`src/rtl/dxtd_pkg.sv`:
```
package dxtd_pkg;

  // Block formats on the command field; the unused code decodes as DXT1
  typedef enum logic [1:0] {
    CMD_DXT1 = 2'd0,
    CMD_DXT3 = 2'd1,
    CMD_DXT5 = 2'd2
  } dxtd_cmd_e;

  // Register index bit (byte address bit 2) of the only register
  localparam logic REG_FORCE_OPAQUE = 1'b0;

  // Reciprocal constants for exact floor division of alpha numerators
  localparam int unsigned DIV7_MUL   = 2341;  // ceil(2^14 / 7)
  localparam int unsigned DIV7_SHIFT = 14;
  localparam int unsigned DIV5_MUL   = 1639;  // ceil(2^13 / 5)
  localparam int unsigned DIV5_SHIFT = 13;

  typedef struct packed {
    logic [1:0]  command;
    logic [15:0] endpoint_first;
    logic [15:0] endpoint_second;
    logic [31:0] color_selectors;
    logic [63:0] alpha_payload;
  } dxtd_in_t;

  typedef struct packed {
    logic [1:0]  row_number;
    logic [31:0] texel_zero;
    logic [31:0] texel_one;
    logic [31:0] texel_two;
    logic [31:0] texel_three;
    logic        last_row;
  } dxtd_out_t;

  // After the palette stage: color palette done, alpha numerators pending
  typedef struct packed {
    logic [1:0]        command;
    logic [31:0]       color_selectors;
    logic [63:0]       alpha_payload;
    logic [3:0][23:0]  pal_rgb;
    logic              pal3_clear;
    logic              eight_level;
    logic [5:0][10:0]  alpha_num;
  } dxtd_stage2_t;

  // Fully decoded block, ready for row output
  typedef struct packed {
    logic [1:0]       command;
    logic [31:0]      color_selectors;
    logic [63:0]      alpha_payload;
    logic [3:0][23:0] pal_rgb;
    logic             pal3_clear;
    logic [7:0][7:0]  alpha_pal;
  } dxtd_block_t;

endpackage

```
`src/rtl/dxtd_palette.sv`:
```
module dxtd_palette (
  input  dxtd_pkg::dxtd_in_t     blk_i,
  input  logic                   force_opaque_i,
  output dxtd_pkg::dxtd_stage2_t s2_o
);
  import dxtd_pkg::*;

  // Middle palette entries for one channel: {entry2, entry3}
  function automatic logic [15:0] mid_pair(logic [7:0] e1, logic [7:0] e2, logic four);
    logic signed [9:0] d;
    logic signed [9:0] t;
    logic [8:0]        sum;
    logic [15:0]       res;
    d   = signed'({2'b00, e2}) - signed'({2'b00, e1});
    t   = (d >>> 1) - (d >>> 3);
    sum = {1'b0, e1} + {1'b0, e2} + 9'd1;
    if (four) begin
      res = {e1 + t[7:0], e2 - t[7:0]};
    end else begin
      res = {sum[8:1], e2};
    end
    return res;
  endfunction

  logic [7:0]  r1, g1, b1, r2, g2, b2;
  logic        four;
  logic [15:0] mr, mg, mb;
  logic [7:0]  a1, a2;
  logic        eight;

  assign r1 = {blk_i.endpoint_first[4:0],   blk_i.endpoint_first[4:2]};
  assign g1 = {blk_i.endpoint_first[10:5],  blk_i.endpoint_first[10:9]};
  assign b1 = {blk_i.endpoint_first[15:11], blk_i.endpoint_first[15:13]};
  assign r2 = {blk_i.endpoint_second[4:0],   blk_i.endpoint_second[4:2]};
  assign g2 = {blk_i.endpoint_second[10:5],  blk_i.endpoint_second[10:9]};
  assign b2 = {blk_i.endpoint_second[15:11], blk_i.endpoint_second[15:13]};

  assign four = (blk_i.command == CMD_DXT3) || (blk_i.command == CMD_DXT5) ||
                (blk_i.endpoint_first > blk_i.endpoint_second) || force_opaque_i;

  assign mr = mid_pair(r1, r2, four);
  assign mg = mid_pair(g1, g2, four);
  assign mb = mid_pair(b1, b2, four);

  assign a1    = blk_i.alpha_payload[7:0];
  assign a2    = blk_i.alpha_payload[15:8];
  assign eight = a1 > a2;

  always_comb begin
    s2_o.command         = blk_i.command;
    s2_o.color_selectors = blk_i.color_selectors;
    s2_o.alpha_payload   = blk_i.alpha_payload;
    s2_o.pal_rgb[0]      = {r1, g1, b1};
    s2_o.pal_rgb[1]      = {r2, g2, b2};
    s2_o.pal_rgb[2]      = {mr[15:8], mg[15:8], mb[15:8]};
    s2_o.pal_rgb[3]      = {mr[7:0], mg[7:0], mb[7:0]};
    s2_o.pal3_clear      = !four;
    s2_o.eight_level     = eight;
    // Level j+2 weights: 8 levels (6-j, j+1) over 7; 6 levels (4-j, j+1) over 5
    for (int j = 0; j < 6; j++) begin
      if (eight) begin
        s2_o.alpha_num[j] = 11'(a1) * 11'(6 - j) + 11'(a2) * 11'(j + 1);
      end else if (j < 4) begin
        s2_o.alpha_num[j] = 11'(a1) * 11'(4 - j) + 11'(a2) * 11'(j + 1);
      end else begin
        s2_o.alpha_num[j] = '0;
      end
    end
  end

endmodule

```
`src/rtl/dxtd_alpha_div.sv`:
```
module dxtd_alpha_div (
  input  dxtd_pkg::dxtd_stage2_t s2_i,
  output dxtd_pkg::dxtd_block_t  blk_o
);
  import dxtd_pkg::*;

  logic [5:0][22:0] prod7;
  logic [5:0][22:0] prod5;

  always_comb begin
    blk_o.command         = s2_i.command;
    blk_o.color_selectors = s2_i.color_selectors;
    blk_o.alpha_payload   = s2_i.alpha_payload;
    blk_o.pal_rgb         = s2_i.pal_rgb;
    blk_o.pal3_clear      = s2_i.pal3_clear;
    blk_o.alpha_pal[0]    = s2_i.alpha_payload[7:0];
    blk_o.alpha_pal[1]    = s2_i.alpha_payload[15:8];
    for (int j = 0; j < 6; j++) begin
      // Floor division by 7 or 5 through a rounded-up reciprocal
      prod7[j] = {12'd0, s2_i.alpha_num[j]} * 23'(DIV7_MUL);
      prod5[j] = {12'd0, s2_i.alpha_num[j]} * 23'(DIV5_MUL);
      if (s2_i.eight_level) begin
        blk_o.alpha_pal[j + 2] = prod7[j][DIV7_SHIFT +: 8];
      end else if (j < 4) begin
        blk_o.alpha_pal[j + 2] = prod5[j][DIV5_SHIFT +: 8];
      end else if (j == 4) begin
        blk_o.alpha_pal[j + 2] = 8'd0;
      end else begin
        blk_o.alpha_pal[j + 2] = 8'd255;
      end
    end
  end

endmodule

```
`src/rtl/dxtd_row_out.sv`:
```
module dxtd_row_out (
  input  logic                  clk_i,
  input  logic                  rst_ni,
  input  logic                  blk_valid_i,
  input  dxtd_pkg::dxtd_block_t blk_i,
  output logic                  blk_ready_o,
  output logic                  out_valid_o,
  input  logic                  out_ready_i,
  output dxtd_pkg::dxtd_out_t   out_data_o
);
  import dxtd_pkg::*;

  dxtd_block_t      blk_q;
  logic             have_q, have_d;
  logic [1:0]       row_q, row_d;
  logic             out_valid_q, out_valid_d;
  dxtd_out_t        out_q;
  dxtd_out_t        row_res;
  logic             adv, emit, last, load;
  logic [7:0]       sel_row;
  logic [15:0]      nib_row;
  logic [11:0]      idx_row;
  logic [3:0][31:0] tex;
  logic [1:0]       pi;
  logic [7:0]       a_col;
  logic [3:0]       nib;
  logic [2:0]       aidx;

  assign adv  = !out_valid_q || out_ready_i;
  assign emit = have_q && adv;
  assign last = (row_q == 2'd3);
  assign blk_ready_o = !have_q || (emit && last);
  assign load = blk_valid_i && blk_ready_o;

  assign sel_row = blk_q.color_selectors[{row_q, 3'b000} +: 8];
  assign nib_row = blk_q.alpha_payload[{row_q, 4'b0000} +: 16];

  always_comb begin
    case (row_q)
      2'd0:    idx_row = blk_q.alpha_payload[27:16];
      2'd1:    idx_row = blk_q.alpha_payload[39:28];
      2'd2:    idx_row = blk_q.alpha_payload[51:40];
      default: idx_row = blk_q.alpha_payload[63:52];
    endcase
  end

  always_comb begin
    tex = '0;
    pi = '0;
    a_col = '0;
    nib = '0;
    aidx = '0;
    for (int x = 0; x < 4; x++) begin
      pi    = sel_row[2 * x +: 2];
      a_col = (pi == 2'd3 && blk_q.pal3_clear) ? 8'd0 : 8'd255;
      nib   = nib_row[4 * x +: 4];
      aidx  = idx_row[3 * x +: 3];
      case (blk_q.command)
        CMD_DXT3: tex[x] = {nib, nib, blk_q.pal_rgb[pi]};
        CMD_DXT5: tex[x] = {blk_q.alpha_pal[aidx], blk_q.pal_rgb[pi]};
        default:  tex[x] = {a_col, blk_q.pal_rgb[pi]};
      endcase
    end
  end

  always_comb begin
    row_res.row_number  = row_q;
    row_res.texel_zero  = tex[0];
    row_res.texel_one   = tex[1];
    row_res.texel_two   = tex[2];
    row_res.texel_three = tex[3];
    row_res.last_row    = last;
  end

  always_comb begin
    have_d = have_q;
    row_d  = row_q;
    if (load) begin
      have_d = 1'b1;
      row_d  = 2'd0;
    end else if (emit) begin
      row_d = row_q + 2'd1;
      if (last) begin
        have_d = 1'b0;
      end
    end
    out_valid_d = emit ? 1'b1 : (out_ready_i ? 1'b0 : out_valid_q);
  end

  always_ff @(posedge clk_i or negedge rst_ni) begin
    if (!rst_ni) begin
      have_q      <= 1'b0;
      row_q       <= 2'd0;
      out_valid_q <= 1'b0;
    end else begin
      have_q      <= have_d;
      row_q       <= row_d;
      out_valid_q <= out_valid_d;
    end
  end

  always_ff @(posedge clk_i) begin
    if (load) begin
      blk_q <= blk_i;
    end
    if (emit) begin
      out_q <= row_res;
    end
  end

  assign out_valid_o = out_valid_q;
  assign out_data_o  = out_q;

endmodule

```
`src/rtl/dxt_block_texture_decoder.sv`:
```
// DXT1/DXT3/DXT5 block decoder. Each accepted request is one compressed 4x4
// block; the block answers with four row results (row 0 first), each holding
// four 32-bit ARGB texels, with last_row set on row 3. The datapath is a
// four-stage pipeline: an input register, the palette stage (endpoint
// widening, four- or three-color middle entries, DXT5 alpha numerators),
// the alpha stage (exact floor division by 7 or 5 via reciprocal multiply),
// and a row unit that holds one decoded block and emits one row per cycle
// into the output register while the output is ready. The row unit sets the
// sustained rate: it loads the next block as it emits the last row of the
// current one; blocks queue in the earlier stages, so a new request is taken
// while earlier ones are still in flight. The first row of a block reaches
// the output through the input, palette, alpha, row and output registers.
// The single register force_opaque_palette (byte address 0) makes DXT1 blocks
// always decode in four-color mode; write it only while the decoder is idle.
module dxt_block_texture_decoder (
  input  logic                clk_i,
  input  logic                rst_ni,
  // Configuration
  input  logic                psel,
  input  logic                penable,
  input  logic                pwrite,
  input  logic [2:0]          paddr,
  input  logic [31:0]         pwdata,
  output logic [31:0]         prdata,
  output logic                pready,
  // Block requests
  input  logic                in_valid_i,
  output logic                in_ready_o,
  input  dxtd_pkg::dxtd_in_t  in_data_i,
  // Row results
  output logic                out_valid_o,
  input  logic                out_ready_i,
  output dxtd_pkg::dxtd_out_t out_data_o
);
  import dxtd_pkg::*;

  logic         force_q;
  logic         cfg_wr;

  logic         v1_q, v2_q, v3_q;
  dxtd_in_t     s1_q;
  dxtd_stage2_t s2_d, s2_q;
  dxtd_block_t  s3_d, s3_q;
  logic         rdy2, rdy3, blk_ready;

  // Config port: zero-wait, register at index 0 only
  assign pready = 1'b1;
  assign cfg_wr = psel && penable && pwrite && pready && (paddr[2] == REG_FORCE_OPAQUE);
  assign prdata = (paddr[2] == REG_FORCE_OPAQUE) ? {31'd0, force_q} : 32'd0;

  always_ff @(posedge clk_i or negedge rst_ni) begin
    if (!rst_ni) begin
      force_q <= 1'b0;
    end else if (cfg_wr) begin
      force_q <= pwdata[0];
    end
  end

  // Backpressure: a stage advances when it is empty or its successor takes it
  assign rdy3       = !v3_q || blk_ready;
  assign rdy2       = !v2_q || rdy3;
  assign in_ready_o = !v1_q || rdy2;

  dxtd_palette u_palette (
    .blk_i          (s1_q),
    .force_opaque_i (force_q),
    .s2_o           (s2_d)
  );

  dxtd_alpha_div u_alpha_div (
    .s2_i  (s2_q),
    .blk_o (s3_d)
  );

  always_ff @(posedge clk_i or negedge rst_ni) begin
    if (!rst_ni) begin
      v1_q <= 1'b0;
      v2_q <= 1'b0;
      v3_q <= 1'b0;
    end else begin
      if (in_ready_o) begin
        v1_q <= in_valid_i;
      end
      if (rdy2) begin
        v2_q <= v1_q;
      end
      if (rdy3) begin
        v3_q <= v2_q;
      end
    end
  end

  // Payload stages: load only when a valid request moves in
  always_ff @(posedge clk_i) begin
    if (in_ready_o && in_valid_i) begin
      s1_q <= in_data_i;
    end
    if (rdy2 && v1_q) begin
      s2_q <= s2_d;
    end
    if (rdy3 && v2_q) begin
      s3_q <= s3_d;
    end
  end

  // Hold one block and serialize its four rows
  dxtd_row_out u_row_out (
    .clk_i       (clk_i),
    .rst_ni      (rst_ni),
    .blk_valid_i (v3_q),
    .blk_i       (s3_q),
    .blk_ready_o (blk_ready),
    .out_valid_o (out_valid_o),
    .out_ready_i (out_ready_i),
    .out_data_o  (out_data_o)
  );

endmodule

```
`config.mk`:
```
export PLATFORM = sky130hd
export DESIGN_NAME = dxt_block_texture_decoder
export DESIGN_NICKNAME = d
export VERILOG_FILES = /design/src/rtl/dxtd_pkg.sv /design/src/rtl/dxtd_palette.sv /design/src/rtl/dxtd_alpha_div.sv /design/src/rtl/dxtd_row_out.sv /design/src/rtl/dxt_block_texture_decoder.sv
export SDC_FILE = /design/constraint.sdc
export NUM_CORES = 2
export LEC_CHECK = 0
export ABC_CLOCK_PERIOD_IN_PS = 25500
export BUFFER_PORTS_ARGS = -buffer_cell sky130_fd_sc_hd__buf_2
export CORE_AREA = 5 5 484 295
export DETAILED_ROUTE_END_ITERATION = 6
export DIE_AREA = 0 0 489 300
export GPL_TIMING_DRIVEN = 0
export PLACE_DENSITY_LB_ADDON = 0.3
export RECOVER_POWER = 25
export SKIP_LAST_GASP = 1
export SYNTH_ARGS = -nofsm -noshare
export SYNTH_HDL_FRONTEND = slang
export SYNTH_SLANG_ARGS = --single-unit
```
`constraint.sdc`:
```
create_clock -name clk_i -period 25.5 [get_ports clk_i]
set_clock_uncertainty 0.05 [all_clocks]
set_input_delay 1.275 -clock clk_i [delete_from_list [all_inputs] [get_ports clk_i]]
set_output_delay 1.275 -clock clk_i [all_outputs]
set_load 0.02 [all_outputs]
```
==> results.yml <==
yosys:
  syn-cell-area_mm2: 0.0616
  yosysTopAreaCellShare_pct: 46.7
  synth_top_flop_cell: "edfxtp_1"
  ys_seq_area_share_pct: 47.0
  synth-async-reset-ratio_pct: 0.829
  yosys.area.top_type: "edfxtp_1"
  synthCells: 4907
  synth_commonest_cells: "edfxtp_1 (957), ha_1 (867), inv_1 (710)"
  synth.most_common_cell: "edfxtp_1"
  yosys_warnings: 0
  synth-seq-cells: 965
  synth_area_leaders: "edfxtp_1 (47%), ha_1 (18%), fa_1 (8.5%), inv_1 (4.3%), a21oi_1 (2.5%)"
  syn_avg_cell_area_um2: 12.5
  synth-edff-count: 957
  yosysUniqueCellTypes: 80
timing:
  setup_violations: 0
  period_share_pct: 23.9
  setup_tns_ps: 0
  report.final.slew_viol_count: 0
  whs_ps: 349
  hold_viol_final: 0
  clock.fmax_mhz: 164
  worst_slack_ps: 19390
  relSlewSlack_pct: 12.6
  rsz0062_at_grt: "false"
  fin_crit_ps: 6110
  worst_slew_pin_slew_ps: 1310
drt:
  drtAntennaViolNets: 0
  routed_wl_um: 171000
  drt_pre_antenna_iters: 7
  num_vias: 39700
  initialDrtViolationCount: 4264
  drt-vias-per-instance: 5.49
  wl_per_cell_um: 23.6
  route.detailed.drc: 3
global_routing:
  grt.overflow.total: 0
  grt_pass1_wl_um: 254000
  antenna_found_initial: 30
  track_usage_pct: 23.2
  grt_pass1_vias: 38800
  grt_max_degree: 99
floorplan:
  start_util_pct: 44.6
  fp.dieW_um: 489
  coreArea_mm2: 0.138
  die_area_mm2: 0.147
  top_level_ports: 338
  fp-row-count: 106
  die_height_um: 300
setup_path:
  required_ps: 25880
  crit_cells: 17
  cpPeakStageDelay_ps: 1220
  critPathSlowestCell: "edfxtp_1"
  cp-end-kind: "register"
  cp_data_arrival_time_ps: 6490
  crit_buf_inv: 2
  critical_path_class: "register to register"
  reg2reg_depth: 17
  critPathLaunchType: "register"
  critical_path.top_delay_family: "adder cells"
  cp_max_fo: 18
  crit_chain: "ha_1 -> xor2_1 -> ha_1 -> fa_1 -> fa_1 -> inv_1 -> fa_1 -> inv_1 -> ha_1 -> a211o_1 -> a21oi_1 -> a31oi_1 -> o41a_1 -> a211oi_2 -> a21oi_1 -> xnor2_1 -> mux2i_1"
min_path:
  worst_hold_path_type: "register to register"
  worst_hold_path.num_cells: 0
placement:
  gp_congestion: 0.991
  placed_area_mm2: 0.0658
  dp_slack_ps: 18920
  hpwl_um: 135000
  io_buffers: 272
run:
  drv_cap: 0
cts:
  cts_setup_buffers: 0
  ctsResizeCount: 0
  clk_latency_ps: 720
  htreeDepth: 3
  clock-root-buffer: "clkbuf_16"
  clkSlewWorstSetupHoldPaths_ps: 60
  cts_buffer_depth: 3
  postCtsHoldBufs: 0
  cts_tree: "built"
  numCtsBuffers: 91
  cts_sinks: 965
finish:
  area_delta_synth_final_pct: 11.6
  postLayoutCellArea_mm2: 0.0687
  nNetsFinal: 6620
  drive_gt1_share_pct: 11.1
outcome:
  status: "finished, violations left"
  violations: "design-rule violations"
-- path summary, 6_finish.rpt --
path	from	end	slack, ps
max	s2_q[164]	s3_q[31]	19390
min	s2_q[207]	s3_q[204]	350
max reg2reg	s2_q[164]	s3_q[31]	19390
min reg2reg	s2_q[207]	s3_q[204]	350
max in group asynchronous	rst_ni	force_q	24490
min in group asynchronous	rst_ni	u_row_out.out_valid_o	500
-- stage by stage --
| step | utilization (%) | instances |
|---|---|---|
| after detailed placement | 47.7 | 7063 |
| after CTS | 49.7 | 7219 |
| final | 49.8 | 7229 |
| after global placement | 47.3 | 7045 |
| after floorplan | - | 4937 |
| after global routing | 49.8 | 7226 |
-- area by class of cell --
type / count / area, µm²
fillers: 12000 / 69300
multi-input cells: 3106 / 29300
flip-flops and latches: 965 / 28900
inverters: 714 / 2690
clock buffers: 106 / 2330
well taps: 1836 / 2300
repair buffers: 291 / 1840
plain buffers: 152 / 748
clock inverters: 50 / 517
diodes: 9 / 22.5
-- flip-flops by register name (all words and copies together), names as in the netlist --
name and count:
u_row_out.out_data_o 131, u_row_out.have_q 1, v2_q 1, v1_q 1, u_row_out.row_q 2, s1_q 130
s3_q 227, u_row_out.out_valid_o 1, u_row_out.blk_q 227, force_q 1, s2_q 242, v3_q 1
-- cells in the final DEF, fill, tap and decap left out, types with 34 or more instances in the layout --
master	instances
clkbuf_16	91
fa_1	260
o21bai_1	65
a21o_1	70
a21oi_1	311
clkbuf_1	93
ha_1	867
a211oi_1	102
buf_2	305
a31oi_1	53
nor2_1	158
o21ai_0	135
nand2_1	234
a311oi_1	34
nor2b_1	62
edfxtp_1	957
xor2_1	72
buf_4	34
xnor2_1	174
mux2i_1	74
inv_1	709
and2_1	76
mux4_2	56
-- layer usage --
| metal | track usage (%) | routed length, µm | vias up |
|---|---|---|---|
| met1 | 37.6 | 83900 | 19500 |
| li1 | - | - | 18200 |
| met5 | 0 | 12 | - |
| met4 | 5.06 | 3460 | 2 |
| met3 | 6.20 | 17500 | 218 |
| met2 | 30.4 | 66000 | 1669 |
-- cell families (layout without fill, tap and decap cells) --
family                     after synthesis  after routing  synth area share (%)
other                                    2             41                0.0122
xor gates and xnor gates               246            246                  3.50
adders and majority gates             1127           1127                  26.1
muxes                                  147            147                  3.56
buffers and inverters                  866           1313                  5.57
AOI/OAI and AO/OA                      881            881                  9.10
and+or+nand+nor                        673            673                  5.19
DFF                                    965            965                  47.0
Power is not shown: default switching activity piles up to over one toggle a cycle in this logic, so the estimate is an artifact.
